<file path="src/rtl/ubl_pkg.sv">
// types, codes and helpers of the uart boot image loader
// no dependencies; imported by every module of the block
`default_nettype none

package ubl_pkg;

	// protocol characters
	localparam logic [7:0] CH_STX = 8'h02;
	localparam logic [7:0] CH_SOH = 8'h01;
	localparam logic [7:0] CH_ACK = 8'h06;

	// request kinds
	localparam logic [1:0] REQ_START = 2'd0;
	localparam logic [1:0] REQ_RX    = 2'd1;
	localparam logic [1:0] REQ_CODE  = 2'd2;

	// configuration register indexes
	localparam logic CFG_IMAGE_LENGTH   = 1'b0;
	localparam logic CFG_STX_WAIT_LIMIT = 1'b1;

	localparam logic [15:0] IMAGE_LENGTH_RST   = 16'd1;
	localparam logic [9:0]  STX_WAIT_LIMIT_RST = 10'd320;

	// reported status
	localparam logic [1:0] STATUS_IDLE = 2'd0;
	localparam logic [1:0] STATUS_BUSY = 2'd1;
	localparam logic [1:0] STATUS_DONE = 2'd2;
	localparam logic [1:0] STATUS_FAIL = 2'd3;

	// reported failing step
	localparam logic [2:0] STEP_NONE = 3'd0;
	localparam logic [2:0] STEP_STX  = 3'd2;
	localparam logic [2:0] STEP_ACK  = 3'd4;
	localparam logic [2:0] STEP_SUM  = 3'd6;

	// beat index of the final result of a request
	localparam logic [1:0] BEAT_FIRST = 2'd0;
	localparam logic [1:0] BEAT_THIRD = 2'd2;

	typedef enum logic [3:0] {
		PH_IDLE,
		PH_WAIT_STX,
		PH_WAIT_ACK,
		PH_SEND,
		PH_WAIT_SUM,
		PH_DONE,
		PH_FAIL_STX,
		PH_FAIL_ACK,
		PH_FAIL_SUM
	} phase_t;

	// configuration seen by the protocol logic
	typedef struct packed {
		logic [15:0] image_length;
		logic [9:0]  stx_wait_limit;
	} cfg_t;

	// all results caused by one request
	typedef struct packed {
		logic [1:0] last_beat;
		logic       tx_valid;
		logic [7:0] byte0;
		logic [7:0] byte1;
		logic [7:0] byte2;
		logic [1:0] status;
		logic [2:0] fail_step;
		logic       want_code;
	} bundle_t;

	function automatic logic [1:0] phase_status(input phase_t ph);
		logic [1:0] st;
		unique case (ph)
			PH_IDLE:                             st = STATUS_IDLE;
			PH_DONE:                             st = STATUS_DONE;
			PH_FAIL_STX, PH_FAIL_ACK, PH_FAIL_SUM: st = STATUS_FAIL;
			default:                             st = STATUS_BUSY;
		endcase
		return st;
	endfunction

	function automatic logic [2:0] phase_fail_step(input phase_t ph);
		logic [2:0] fs;
		unique case (ph)
			PH_FAIL_STX: fs = STEP_STX;
			PH_FAIL_ACK: fs = STEP_ACK;
			PH_FAIL_SUM: fs = STEP_SUM;
			default:     fs = STEP_NONE;
		endcase
		return fs;
	endfunction

endpackage

`default_nettype wire

</file>
<file path="src/rtl/ubl_cfg.sv">
// configuration registers of the boot image loader
// depends on ubl_pkg for register indexes and reset values
`default_nettype none

module ubl_cfg
	import ubl_pkg::*;
(
	input  wire logic        clk,
	input  wire logic        arst_n,
	input  wire logic        cfg_valid,
	output logic             cfg_ready,
	input  wire logic        cfg_addr,
	input  wire logic [15:0] cfg_data,
	output cfg_t             cfg
);

	logic [15:0] image_length_q;
	logic [9:0]  stx_wait_limit_q;

	// writes are always taken
	assign cfg_ready = 1'b1;

	// register file
	always_ff @(posedge clk or negedge arst_n) begin
		if (!arst_n) begin
			image_length_q   <= IMAGE_LENGTH_RST;
			stx_wait_limit_q <= STX_WAIT_LIMIT_RST;
		end else if (cfg_valid) begin
			unique case (cfg_addr)
				CFG_IMAGE_LENGTH:   image_length_q   <= cfg_data;
				CFG_STX_WAIT_LIMIT: stx_wait_limit_q <= cfg_data[9:0];
				default:            ;
			endcase
		end
	end

	assign cfg.image_length   = image_length_q;
	assign cfg.stx_wait_limit = stx_wait_limit_q;

endmodule

`default_nettype wire

</file>
<file path="src/rtl/ubl_step.sv">
// protocol state and per-request next-state logic of the boot image loader
// depends on ubl_pkg for phases, codes and the result bundle type
`default_nettype none

module ubl_step
	import ubl_pkg::*;
(
	input  wire logic       clk,
	input  wire logic       arst_n,
	input  wire logic       load,
	input  wire logic [1:0] req_type,
	input  wire logic [7:0] rx_byte,
	input  wire logic [7:0] code_byte,
	input  wire cfg_t       cfg,
	output bundle_t         bundle
);

	phase_t      phase_q, phase_d;
	logic [15:0] bytes_sent_q, bytes_sent_d;
	logic [7:0]  xor_sum_q, xor_sum_d;
	logic [9:0]  stx_wait_count_q, stx_wait_count_d;
	logic [15:0] bytes_inc;
	logic [7:0]  xor_next;

	assign bytes_inc = bytes_sent_q + 16'd1;
	assign xor_next  = xor_sum_q ^ code_byte;

	// state registers, updated once per handled request
	always_ff @(posedge clk or negedge arst_n) begin
		if (!arst_n) begin
			phase_q          <= PH_IDLE;
			bytes_sent_q     <= '0;
			xor_sum_q        <= '0;
			stx_wait_count_q <= '0;
		end else if (load) begin
			phase_q          <= phase_d;
			bytes_sent_q     <= bytes_sent_d;
			xor_sum_q        <= xor_sum_d;
			stx_wait_count_q <= stx_wait_count_d;
		end
	end

	// protocol decision for the pending request
	always_comb begin
		phase_d          = phase_q;
		bytes_sent_d     = bytes_sent_q;
		xor_sum_d        = xor_sum_q;
		stx_wait_count_d = stx_wait_count_q;
		bundle.last_beat = BEAT_FIRST;
		bundle.tx_valid  = 1'b0;
		bundle.byte0     = '0;
		bundle.byte1     = '0;
		bundle.byte2     = '0;
		priority if (req_type == REQ_START) begin
			phase_d          = PH_WAIT_STX;
			bytes_sent_d     = '0;
			xor_sum_d        = '0;
			stx_wait_count_d = '0;
		end else if (req_type == REQ_RX && phase_q == PH_WAIT_STX) begin
			if (rx_byte == CH_STX) begin
				// announce the image: start of header then length low, high
				phase_d          = PH_WAIT_ACK;
				bundle.last_beat = BEAT_THIRD;
				bundle.tx_valid  = 1'b1;
				bundle.byte0     = CH_SOH;
				bundle.byte1     = cfg.image_length[7:0];
				bundle.byte2     = cfg.image_length[15:8];
			end else if (stx_wait_count_q >= cfg.stx_wait_limit) begin
				phase_d = PH_FAIL_STX;
			end else begin
				stx_wait_count_d = stx_wait_count_q + 10'd1;
			end
		end else if (req_type == REQ_RX && phase_q == PH_WAIT_ACK) begin
			if (rx_byte == CH_ACK) begin
				phase_d      = PH_SEND;
				bytes_sent_d = '0;
				xor_sum_d    = '0;
			end else begin
				phase_d = PH_FAIL_ACK;
			end
		end else if (req_type == REQ_RX && phase_q == PH_WAIT_SUM) begin
			if (rx_byte == xor_sum_q) begin
				phase_d         = PH_DONE;
				bundle.tx_valid = 1'b1;
				bundle.byte0    = CH_ACK;
			end else begin
				phase_d = PH_FAIL_SUM;
			end
		end else if (req_type == REQ_CODE && phase_q == PH_SEND) begin
			// forward the image byte and fold it into the checksum
			xor_sum_d       = xor_next;
			bytes_sent_d    = bytes_inc;
			bundle.tx_valid = 1'b1;
			bundle.byte0    = code_byte;
			if (bytes_inc >= cfg.image_length) begin
				phase_d = PH_WAIT_SUM;
			end
		end else begin
			// request with no meaning in this phase: status only
		end
		bundle.status    = phase_status(phase_d);
		bundle.fail_step = phase_fail_step(phase_d);
		bundle.want_code = (phase_d == PH_SEND);
	end

endmodule

`default_nettype wire

</file>
<file path="src/rtl/ubl_out.sv">
// result buffer of the boot image loader, one byte per beat, one or three beats per result on the stream
// depends on ubl_pkg for the result bundle type
`default_nettype none

module ubl_out
	import ubl_pkg::*;
(
	input  wire logic        clk,
	input  wire logic        arst_n,
	input  wire logic        load,
	input  wire bundle_t     bundle,
	output logic             free,
	output logic             m_tvalid,
	input  wire logic        m_tready,
	output logic [15:0]      m_tdata,
	output logic             m_tuser,
	output logic             m_tlast
);

	bundle_t    bundle_q;
	logic       valid_q;
	logic [1:0] beat_q;
	logic       last_beat;
	logic [7:0] tx_byte;

	assign last_beat = (beat_q == bundle_q.last_beat);
	assign free      = !valid_q || (m_tready && last_beat);

	// buffer occupancy and beat counter
	always_ff @(posedge clk or negedge arst_n) begin
		if (!arst_n) begin
			valid_q <= 1'b0;
			beat_q  <= BEAT_FIRST;
		end else if (load) begin
			valid_q <= 1'b1;
			beat_q  <= BEAT_FIRST;
		end else if (valid_q && m_tready) begin
			if (last_beat) begin
				valid_q <= 1'b0;
			end else begin
				beat_q <= beat_q + 2'd1;
			end
		end
	end

	// results of the request in flight
	always_ff @(posedge clk) begin
		if (load) begin
			bundle_q <= bundle;
		end
	end

	// byte for the current beat
	always_comb begin
		unique case (beat_q)
			2'd1:    tx_byte = bundle_q.byte1;
			2'd2:    tx_byte = bundle_q.byte2;
			default: tx_byte = bundle_q.byte0;
		endcase
	end

	assign m_tvalid = valid_q;
	assign m_tuser  = bundle_q.tx_valid;
	assign m_tlast  = last_beat;
	assign m_tdata  = {2'b00, bundle_q.want_code, bundle_q.fail_step, bundle_q.status, tx_byte};

endmodule

`default_nettype wire

</file>
<file path="src/rtl/uart_boot_image_loader_core.sv">
// top level of the uart boot image loader (host side of a boot download)
// depends on ubl_pkg, ubl_cfg, ubl_step and ubl_out
//
// channel   direction  handshake              payload
// s_*       in         s_tvalid / s_tready    tuser: req_type; tdata: rx_byte, code_byte
// m_*       out        m_tvalid / m_tready    tuser: tx_valid; tdata: tx_byte, status,
//                                              fail_step, want_code; tlast: last
// cfg_*     in         cfg_valid / cfg_ready  cfg_addr: register index; cfg_data: value
//
// a request is held in the input register, then is handled when the result buffer is free
// and its results go to the result buffer; one request per cycle is sustained
// while each request yields one result and m_tready stays high, an STX reply yields three beats
// the three-beat result buffer sets the rate under output stalls
// arst_n clears the protocol state to idle and loads the register reset values
`default_nettype none

module uart_boot_image_loader_core
	import ubl_pkg::*;
(
	input  wire logic        clk,
	input  wire logic        arst_n,
	input  wire logic        s_tvalid,
	output logic             s_tready,
	input  wire logic [15:0] s_tdata,   // [7:0] rx_byte, [15:8] code_byte
	input  wire logic [1:0]  s_tuser,   // [1:0] req_type
	output logic             m_tvalid,
	input  wire logic        m_tready,
	output logic [15:0]      m_tdata,   // [7:0] tx_byte, [9:8] status, [12:10] fail_step,
	                                    // [13] want_code, [15:14] zero
	output logic             m_tuser,   // [0] tx_valid
	output logic             m_tlast,
	input  wire logic        cfg_valid,
	output logic             cfg_ready,
	input  wire logic        cfg_addr,
	input  wire logic [15:0] cfg_data
);

	cfg_t       cfg;
	bundle_t    bundle;
	logic       valid_s1;
	logic [1:0] req_type_s1;
	logic [7:0] rx_byte_s1;
	logic [7:0] code_byte_s1;
	logic       out_free;
	logic       load;

	// request handled when the result buffer can take its results
	assign load     = valid_s1 && out_free;
	assign s_tready = !valid_s1 || out_free;

	// input register
	always_ff @(posedge clk or negedge arst_n) begin
		if (!arst_n) begin
			valid_s1 <= 1'b0;
		end else if (s_tready) begin
			valid_s1 <= s_tvalid;
		end
	end

	always_ff @(posedge clk) begin
		if (s_tready && s_tvalid) begin
			req_type_s1  <= s_tuser;
			rx_byte_s1   <= s_tdata[7:0];
			code_byte_s1 <= s_tdata[15:8];
		end
	end

	ubl_cfg u_cfg (
		.clk       (clk),
		.arst_n    (arst_n),
		.cfg_valid (cfg_valid),
		.cfg_ready (cfg_ready),
		.cfg_addr  (cfg_addr),
		.cfg_data  (cfg_data),
		.cfg       (cfg)
	);

	ubl_step u_step (
		.clk       (clk),
		.arst_n    (arst_n),
		.load      (load),
		.req_type  (req_type_s1),
		.rx_byte   (rx_byte_s1),
		.code_byte (code_byte_s1),
		.cfg       (cfg),
		.bundle    (bundle)
	);

	ubl_out u_out (
		.clk      (clk),
		.arst_n   (arst_n),
		.load     (load),
		.bundle   (bundle),
		.free     (out_free),
		.m_tvalid (m_tvalid),
		.m_tready (m_tready),
		.m_tdata  (m_tdata),
		.m_tuser  (m_tuser),
		.m_tlast  (m_tlast)
	);

endmodule

`default_nettype wire

</file>
<file path="config.mk">
export PLATFORM = sky130hd
export DESIGN_NAME = uart_boot_image_loader_core
export DESIGN_NICKNAME = d
export VERILOG_FILES = /design/src/rtl/ubl_pkg.sv /design/src/rtl/ubl_cfg.sv /design/src/rtl/ubl_step.sv /design/src/rtl/ubl_out.sv /design/src/rtl/uart_boot_image_loader_core.sv
export SDC_FILE = /design/constraint.sdc
export NUM_CORES = 1
export LEC_CHECK = 0
export ABC_AREA = 1
export ABC_CLOCK_PERIOD_IN_PS = 3700
export BUFFER_PORTS_ARGS = -buffer_cell sky130_fd_sc_hd__buf_2
export CAP_MARGIN = 20
export CORE_MARGIN = 1.5
export CORE_UTILIZATION = 35
export CTS_BUF_LIST = sky130_fd_sc_hd__clkbuf_16
export DETAILED_ROUTE_END_ITERATION = 8
export PLACE_DENSITY_LB_ADDON = 0.12
export SYNTH_ARGS = -nofsm -noshare
export SYNTH_HDL_FRONTEND = slang
export SYNTH_HIERARCHICAL = 1
export SYNTH_SLANG_ARGS = --single-unit
</file>
<file path="constraint.sdc">
create_clock -name clk -period 3.7 [get_ports clk]
set_input_delay 0.185 -clock clk [delete_from_list [all_inputs] [get_ports clk]]
set_output_delay 0.185 -clock clk [all_outputs]
set_load 0.02 [all_outputs]
</file>
After elaboration in Yosys (flattened, before gate mapping)

Cells that the tools add are included.

Register bits: 119
Output and inout bits: 21

Add/sub/neg operators: 3
Order comparisons: 2
Eq/ne operators: 23
Mux-type cells: 41
Bitwise operators: 4
Reduce and logical (&&, ||, !) cells: 27

Operator list:

| operator                                            | number |
|---|---|
| two-way mux 16 bit                                  | 6 |
| two-way mux 8 bit                                   | 6 |
| two-way mux 9 bit                                   | 5 |
| two-way mux 10 bit                                  | 4 |
| two-way mux 4 bit                                   | 9 |
| two-way mux 27 bit                                  | 1 |
| adder 16 x 1 -> 16 bit, second input constant       | 1 |
| equality test 4 x 3 -> 1 bit, second input constant | 4 |
| >= comparator 16 bit                                | 1 |
| one-hot mux 8 bit (2 select lines)                  | 1 |
| equality test 4 x 2 -> 1 bit, second input constant | 3 |
| adder 10 x 1 -> 10 bit, second input constant       | 1 |
| >= comparator 10 bit                                | 1 |
| one-hot mux 3 bit (3 select lines)                  | 1 |
| equality test 8 x 2 -> 1 bit, second input constant | 1 |
| equality test 8 x 3 -> 1 bit, second input constant | 1 |
| equality test 8 bit                                 | 1 |
| logical AND 1 bit                                   | 8 |
| AND reduction 2 bit                                 | 4 |
| bitwise XOR 8 bit                                   | 1 |
| two-way mux 2 bit                                   | 3 |
| != test 2 x 1 -> 1 bit, second input constant       | 3 |
| one-hot mux 2 bit (3 select lines)                  | 1 |
| nonzero test 2 bit                                  | 3 |
| 21 further kinds                                    | 30 |

Depth between registers and ports, before layout

Gate-level depths: netlist (run 1).

Word-level depth: 11
Gate-level depth with buffers: 25
Depth with buffers taken out: 25

Cells and area by module

The synthesis (run 1) kept the hierarchy.

Modules (own cells, without submodules):

| module                      | instances | cells each | area an instance (µm²) | seq. area each (µm²) |
|---|---|---|---|---|
| ubl_step                    | 1         | 462        | 3306.9                 | 950.9 |
| ubl_out                     | 1         | 110        | 1436.4                 | 1066.0 |
| ubl_cfg                     | 1         | 115        | 1044.8                 | 654.4 |
| uart_boot_image_loader_core | 1         | 26         | 593.1                  | 565.5 |

Worst setup path after synthesis (run 1)

Ideal clock, no wire load.

Path kind: register to register
Start: register u_step.bytes_sent_q[0]
End: register u_out.bundle_q, in the netlist u_out/m_tdata[8], data pin
Setup time: 254 ps
Arrival time: 2951 ps
Data required time: 3446 ps
Path slack: 495 ps
Stages on the path, launching flop included: 26
Path buffers: 0
Cells stage by stage: dfrtp_1 ha_1 nand4_1 nor2_1 nand3_1 nor3_2 nand3_1 nor3_2 xor2_1 inv_1 ha_1 nand2_1 nor3_1 nand2_1 nand2_1 nand2_1 nand2_1 nand2_1 nand2_1 nand2_1 nand2_1 nor2_1 nand2_2 nand2_1 nor2_1 nand2_1

RTL lines:

| element                | RTL line       | source |
|---|---|---|
| start, declared        | ubl_step.sv:19 | `logic [15:0] bytes_sent_q, bytes_sent_d;` |
| start signal, assigned | ubl_step.sv:37 | `bytes_sent_q <= bytes_sent_d;` |
| end signal, assigned   | ubl_out.sv:49  | `bundle_q <= bundle;` |
| end, declared          | ubl_out.sv:20  | `bundle_t bundle_q;` |

==> impl_metrics.env, run 1 <==
export IMPL_outcome="finished, final reports clean"
export IMPL_worstPathMaxFanout=5
export IMPL_ys_warnings_count=6
export IMPL_cpLargestDelayFamily="simple AND/OR/NAND/NOR gates"
export IMPL_grt_first_pass_wirelength_um=24900
export IMPL_intPower_mw=3.61
export IMPL_grt_antenna_before_repair=0
export IMPL_synthCells=713
export IMPL_detail_route_vias_per_cell=4.71
export IMPL_hold_depth=3
export IMPL_min_from="cfg_data[8]"
export IMPL_grt_pass1_vias=5119
export IMPL_tns_ns=0
export IMPL_vias=4903
export IMPL_fillers=1763
export IMPL_setup_viol_count_final=0
export IMPL_power_switching_mw=2.19
export IMPL_reg2reg_slack_ns=0.19
export IMPL_max_stage_delay_ns=0.42
export IMPL_grt_max_degree=57
export IMPL_synth_cell_type_count=47
export IMPL_seqPwrFrac_pct=35.8
export IMPL_pwr_share_clk_pct=30.2
export IMPL_hold_viol_final=0
export IMPL_ys_seq_area_share_pct=50.7
export IMPL_regArea_mm2=0.00324
export IMPL_port_buffer_count=57
export IMPL_worst_path_most_repeated_cell="nand2_1"
export IMPL_hold_slack_ns=0.0134
export IMPL_die_area_mm2=0.0191
export IMPL_skew_ns=0.0170
export IMPL_r2r_cells=25
export IMPL_start_util_pct=35.6
export IMPL_fin_cells=1041
export IMPL_routed_wirelength_um=14800
export IMPL_final_core_util_pct=43.4
export IMPL_first_iter_violations=238
export IMPL_ir_drop_uv=456
export IMPL_wl_per_cell_um=14.3
export IMPL_min_period_ns=3.51
export IMPL_gp_congestion=0.848
export IMPL_die_h_um=138
export IMPL_comb_power_share_pct=34.0
export IMPL_start_kind="flip-flop"
export IMPL_cpMaxStageDelayCell="dfrtp_2"
export IMPL_syn_area_mm2=0.00638
export IMPL_fmax_ghz=0.285
export IMPL_critPathRequiredTime_ns=3.87
export IMPL_cp_arrival_ns=3.69
export IMPL_synth_top_area_cell="dfrtp_1"
export IMPL_dp_cells=981
export IMPL_firstDrtPassIters=4
export IMPL_clkSinkCount=119
export IMPL_sw_frac_of_total_pct=37.8
export IMPL_drive_gt1_share_pct=20.3
export IMPL_io_pins=61
export IMPL_place_detailed_hpwl_um=11000
export IMPL_cts_root_buf="clkbuf_16"
export IMPL_rsz0062_at_grt="true"
export IMPL_areaGrowthSynthToFinish_pct=21.7
export IMPL_fp_row_count=49
export IMPL_multi_input_area_mm2=0.00260
export IMPL_max_cap_viol_count=0
export IMPL_ys_ff_latch=119
export IMPL_grt_use_total_pct=16.5
export IMPL_r2r_start="u_step/bytes_sent_q[0]"
export IMPL_drc=0
export IMPL_hold_class="primary input to flip-flop"
export IMPL_clkTransAtPathRegs_ns=0.06
export IMPL_worst_pin_slew_ns=0.742
export IMPL_antenna_cells=0
export IMPL_slew_limit_headroom_pct=50.6
export IMPL_hold_path_end="u_cfg/stx_wait_limit_q[8]"
export IMPL_netlist_area_leader_share_pct=25.5
export IMPL_ant_nets=0
export IMPL_period_share_pct=95.0
export IMPL_r2r_end="u_out/m_tdata[8]"
export IMPL_grt_overflow=0
export IMPL_clockBufferDepth=2
export IMPL_syn_area_per_cell_um2=8.95
export IMPL_core_area_mm2=0.0179
export IMPL_power_density_mw_per_mm2=746
export IMPL_cts_tree="done"
export IMPL_clkLatencyLatePin_ns=0.43
export IMPL_final_nets=869
export IMPL_crit_type="flip-flop to flip-flop"
export IMPL_cts_max_level=4
export IMPL_final_max_slew_viol_count=0
export IMPL_yosys_top_cells_area="dfrtp_1 (25%), edfxtp_1 (24%), nand2_1 (8.8%), ha_1 (5.9%), inv_1 (5.8%)"
export IMPL_end_kind="flip-flop"
export IMPL_power_leakage_nw=3.73
export IMPL_die_x_um=138
export IMPL_worst_path_buf_inv=2
export IMPL_cts_made_buffers=17
## cells in the final DEF (no fill, tap or decap), drive strengths merged, types with 2 or more instances in the layout
| cell type | n |
|---|---|
| nand2 | 162 |
| inv | 116 |
| nor2 | 74 |
| buf | 66 |
| dfrtp | 65 |
| edfxtp | 51 |
| nand3 | 48 |
| a21oi | 39 |
| ha | 30 |
| o21ai | 28 |
| dlygate4sd3 | 22 |
| clkbuf | 17 |
| xor2 | 17 |
| nor3 | 15 |
| nand4 | 12 |
| clkinv | 10 |
| o22ai | 9 |
| conb | 5 |
| bufinv | 4 |
| dfstp | 3 |
| nor4 | 3 |
| xnor2 | 2 |
| o211ai | 2 |
| o21a | 2 |
| a22o | 2 |
## worst min-delay path: stages
cell and delay, ns:
buf_2 0.12, nand3_1 0.08, nand2_1 0.05
## logic make-up (layout without fill, tap and decap cells)
kind of cell / after synthesis / count (layout) / synth area share (%)
xor+xnor: 19 / 19 / 2.61
compound gates: 86 / 86 / 7.59
other cells: 3 / 5 / 0.176
fa+ha+maj: 30 / 30 / 5.88
simple gates: 317 / 317 / 23.8
flops: 119 / 119 / 50.7
buf+inv: 139 / 236 / 9.18
## worst max-delay path by stage
stage	from	to	slack, ns	cells after the start
after floorplan	u_step/bytes_sent_q[0]	u_out/m_tdata[8]	0.50	25
after global placement	u_step/bytes_sent_q[0]	u_out/m_tdata[8]	0.18	25
after detailed placement	u_step/bytes_sent_q[0]	u_out/m_tdata[8]	0.05	25
after CTS	u_step/bytes_sent_q[0]	u_out/m_tdata[8]	0.06	25
after global routing	u_step/bytes_sent_q[0]	u_out/m_tdata[8]	-0.15	25
final	u_step/bytes_sent_q[0]	u_out/m_tdata[8]	0.19	25
## power groups by stage
stage	Sequential, mW	Clock [mW]	Combinational, mW
after CTS	2.07	1.79	1.96
final	2.07	1.75	1.97
after detailed placement	2.09	0	1.93
after global routing	2.13	1.86	2.23
after global placement	2.09	0	1.88
after floorplan	2.03	0	1.45
## synthesized netlist by cell type (all sizes together)
library cell  instances
nand3                48
nor3                 15
nor4                  3
o22ai                 9
a31oi                 1
o211ai                2
a21oi                39
and2                  1
nand4                12
inv                 115
nor2                 74
xor2                 17
clkbuf                3
ha                   30
edfxtp               51
xnor2                 2
o21bai                1
dfrtp                65
buf                  20
o21a                  2
dfstp                 3
nand2               162
conb                  3
a211oi                1
and3                  1
a22o                  2
a41oi                 1
o21ai                28
clkinv                1
nor3b                 1
## metrics by stage
step,power [mW],instance area (µm²),setup slack [ns]
final,5.80,7770,0.186
after global routing,6.21,7770,-0.150
after CTS,5.83,7690,0.0556
after detailed placement,4.03,6840,0.0493
after global placement,3.97,6840,0.175
after floorplan,3.48,6390,0.495
## layout make-up
type                    count  share of cell area (%)
clock buffers              17                    5.48
clock inverters            15                    2.63
inverters                 116                    5.61
multi-input cells         457                    33.5
flip-flops and latches    119                    41.7
well taps                 229                    3.69
repair buffers             88                    7.38
## repair_timing
item	4_1_cts	5_1_grt
hold endpoints to repair	33	0
resized for setup	0	8
setup buffers	0	6
hold buffers	22	0
endpoints found under the setup margin	0	6
## layer usage
layer	track usage (%)	routed length, µm	vias up
met5	0	0	-
met4	6.65	187	0
met3	4.02	579	14
met2	26.7	7050	97
met1	21.2	7030	2310
li1	-	-	2482
## sequential cells by signal (all words and copies together) (netlist names), 6 cells and up
signal                   cells
u_cfg/stx_wait_limit_q      10
u_cfg/image_length_q        16
code_byte_s1                 8
u_out/bundle_q              26
u_out/m_tdata                6
rx_byte_s1                   8
u_step/stx_wait_count_q     10
u_step/xor_sum_q             8
u_step/bytes_sent_q         16
Power figures use the tool's default switching activity.
==> run 2: changes to the inputs <==
Settings changed: CORE_UTILIZATION 35 to 50.
==> run 2 against run 1 <==
  * First-iteration DRC count is 35% higher
  * Critical path type unchanged
  * Global-route usage rose by 6.2 points
  * Routed wire length shrank 4.2%
  * Core utilization is 19 points higher
  * Sequential power about the same
  * Register-to-register slack lost 0.08 ns
  * Via count up 1.7%
  * Highest routed layer unchanged
==> impl_metrics.env, run 2 (synthesis gave the netlist of run 1 again) <==
export IMPL_port_buffer_count=57
export IMPL_io_pins=61
export IMPL_gp_congestion=0.892
export IMPL_min_from="cfg_data[13]"
export IMPL_core_area_mm2=0.0125
export IMPL_cts_made_buffers=17
export IMPL_fmax_ghz=0.278
export IMPL_final_max_slew_viol_count=0
export IMPL_ant_nets=0
export IMPL_cts_root_buf="clkbuf_16"
export IMPL_max_cap_viol_count=0
export IMPL_wl_per_cell_um=14.3
export IMPL_hold_class="primary input to flip-flop"
export IMPL_reg_top3="u_out/bundle_q: 26 flops, u_cfg/image_length_q: 16 flops, u_step/bytes_sent_q: 16 flops"
export IMPL_ir_drop_uv=540
export IMPL_detail_route_vias_per_cell=5.02
export IMPL_r2r_start="u_step/bytes_sent_q[0]"
export IMPL_clockBufferDepth=2
export IMPL_fp_row_count=41
export IMPL_grt_pass1_vias=4760
export IMPL_power_density_mw_per_mm2=736
export IMPL_worstPathMaxFanout=4
export IMPL_place_detailed_hpwl_um=10200
export IMPL_final_common_cell="nand2_1"
export IMPL_fillers=1088
export IMPL_final_cell_mix="nand2_1 (145), inv_1 (100), dfrtp_1 (63)"
export IMPL_start_util_pct=51.0
export IMPL_grt_antenna_before_repair=0
export IMPL_die_area_mm2=0.0134
export IMPL_clkLatencyLatePin_ns=0.41
export IMPL_drc=0
export IMPL_largest_register_ffs=26
export IMPL_first_iter_violations=322
export IMPL_dp_cells=924
export IMPL_hold_slack_ns=0.0203
export IMPL_firstDrtPassIters=5
export IMPL_worst_path_most_repeated_cell="nand2_1"
export IMPL_cts_tree="done"
export IMPL_clkTransAtPathRegs_ns=0.05
export IMPL_min_period_ns=3.59
export IMPL_drive_gt1_share_pct=22.4
export IMPL_antenna_cells=0
export IMPL_cts_max_level=4
export IMPL_clkSinkCount=119
export IMPL_startpoint="u_step/bytes_sent_q[0]"
export IMPL_die_h_um=116
export IMPL_skew_ns=0.00633
export IMPL_grt_max_degree=36
export IMPL_outcome="finished, final reports clean"
export IMPL_grt_use_total_pct=22.7
export IMPL_grt_overflow=0
export IMPL_top_register="u_out/bundle_q"
export IMPL_final_cell_area_mm2=0.00782
export IMPL_vias=4986
export IMPL_start_kind="flip-flop"
export IMPL_worst_pin_slew_ns=0.850
export IMPL_routed_wirelength_um=14200
export IMPL_cp_arrival_ns=3.76
export IMPL_areaGrowthSynthToFinish_pct=22.6
export IMPL_cpMaxStageDelayCell="dfrtp_2"
export IMPL_die_x_um=116
export IMPL_setup_viol_count_final=0
export IMPL_power_leakage_nw=3.78
export IMPL_slew_limit_headroom_pct=43.3
export IMPL_grt_first_pass_wirelength_um=23100
export IMPL_critPathRequiredTime_ns=3.87
export IMPL_period_share_pct=97.1
export IMPL_final_nets=879
export IMPL_post_dp_cell_area_mm2=0.00677
export IMPL_rsz0062_at_grt="true"
export IMPL_max_stage_delay_ns=0.39
export IMPL_crit_type="flip-flop to flip-flop"
export IMPL_end_kind="flip-flop"
export IMPL_hold_viol_final=0
export IMPL_fin_cells=994
## run 2: changes by cell type in the layout (fill, tap and decap cells not counted), sizes merged
cell         before  now
clkinvlp          1    0
inv             116  117
clkbuf           17   18
bufinv            4    3
dlygate4sd3      22   23
buf              66   75
## run 2: area by class of cell
type	instances	area [µm²]	share of cell area, %
Clock buffer	18	450	5.76
Clock inverter	14	139	1.78
Inverter	116	435	5.57
Multi-Input combinational cell	457	2680	34.2
Sequential cell	119	3240	41.4
Tap cell	172	215	2.75
Timing Repair Buffer	98	666	8.51
## run 2: through the flow
step	util [%]	setup TNS [ns]	setup slack, ns	power (mW)
finish	62.5	0	0.107	5.76
global route	62.5	-0.150	-0.126	6.15
CTS	60.6	0	0.0182	5.69
detailed placement	54.0	0	0.0112	4.01
global placement	54.0	0	0.181	3.94
floorplan	-	0	0.495	3.48
## run 2: final timing paths
| path | endpoint | slack [ns] | cells past startpoint |
|---|---|---|---|
| min reg2reg | u_cfg/stx_wait_limit_q[8] | 0.47 | 2 |
| max | u_out/m_tdata[8] | 0.11 | 26 |
| min | u_cfg/image_length_q[13] | 0.02 | 3 |
| max reg2reg | u_out/m_tdata[8] | 0.11 | 26 |
| min in group asynchronous | u_out/beat_q[0] | 0.44 | 2 |
| max in group asynchronous | u_cfg/stx_wait_limit_q[6] | 2.28 | 3 |
## run 2: worst max-delay path, delay by kind of cell (launching register included)
kind / cells / cell delay, ns
buffers and inverters: 2 / 0.21
AND/OR/NAND/NOR: 21 / 2.11
flip-flops: 1 / 0.39
adder cells (fa/ha/maj): 2 / 0.41
XOR/XNOR: 1 / 0.22
## run 2: repair_timing
action | 4_1_cts | 5_1_grt
pin swaps | 0 | 24
endpoints found under the hold margin | 54 | 0
buffers inserted | 0 | 14
resized for setup | 1 | 27
setup endpoints to repair | 1 | 6
cloned | 0 | 0
hold buffers | 23 | 0
## run 2: power breakdown
group	leakage [nW]	internal (mW)	switching [mW]	total, mW
Clock	0.303	1.08	0.557	1.63
Sequential	1.35	1.83	0.252	2.08
Combinational	2.13	0.706	1.34	2.04
## run 2: routing by layer
layer  wire, µm  global-route usage (%)  vias up
met5          0                       0        -
met4        138                    7.24        0
met3        770                    6.33       12
met2       7070                    37.5      139
met1       6250                    29.1     2330
li1           -                       -     2505
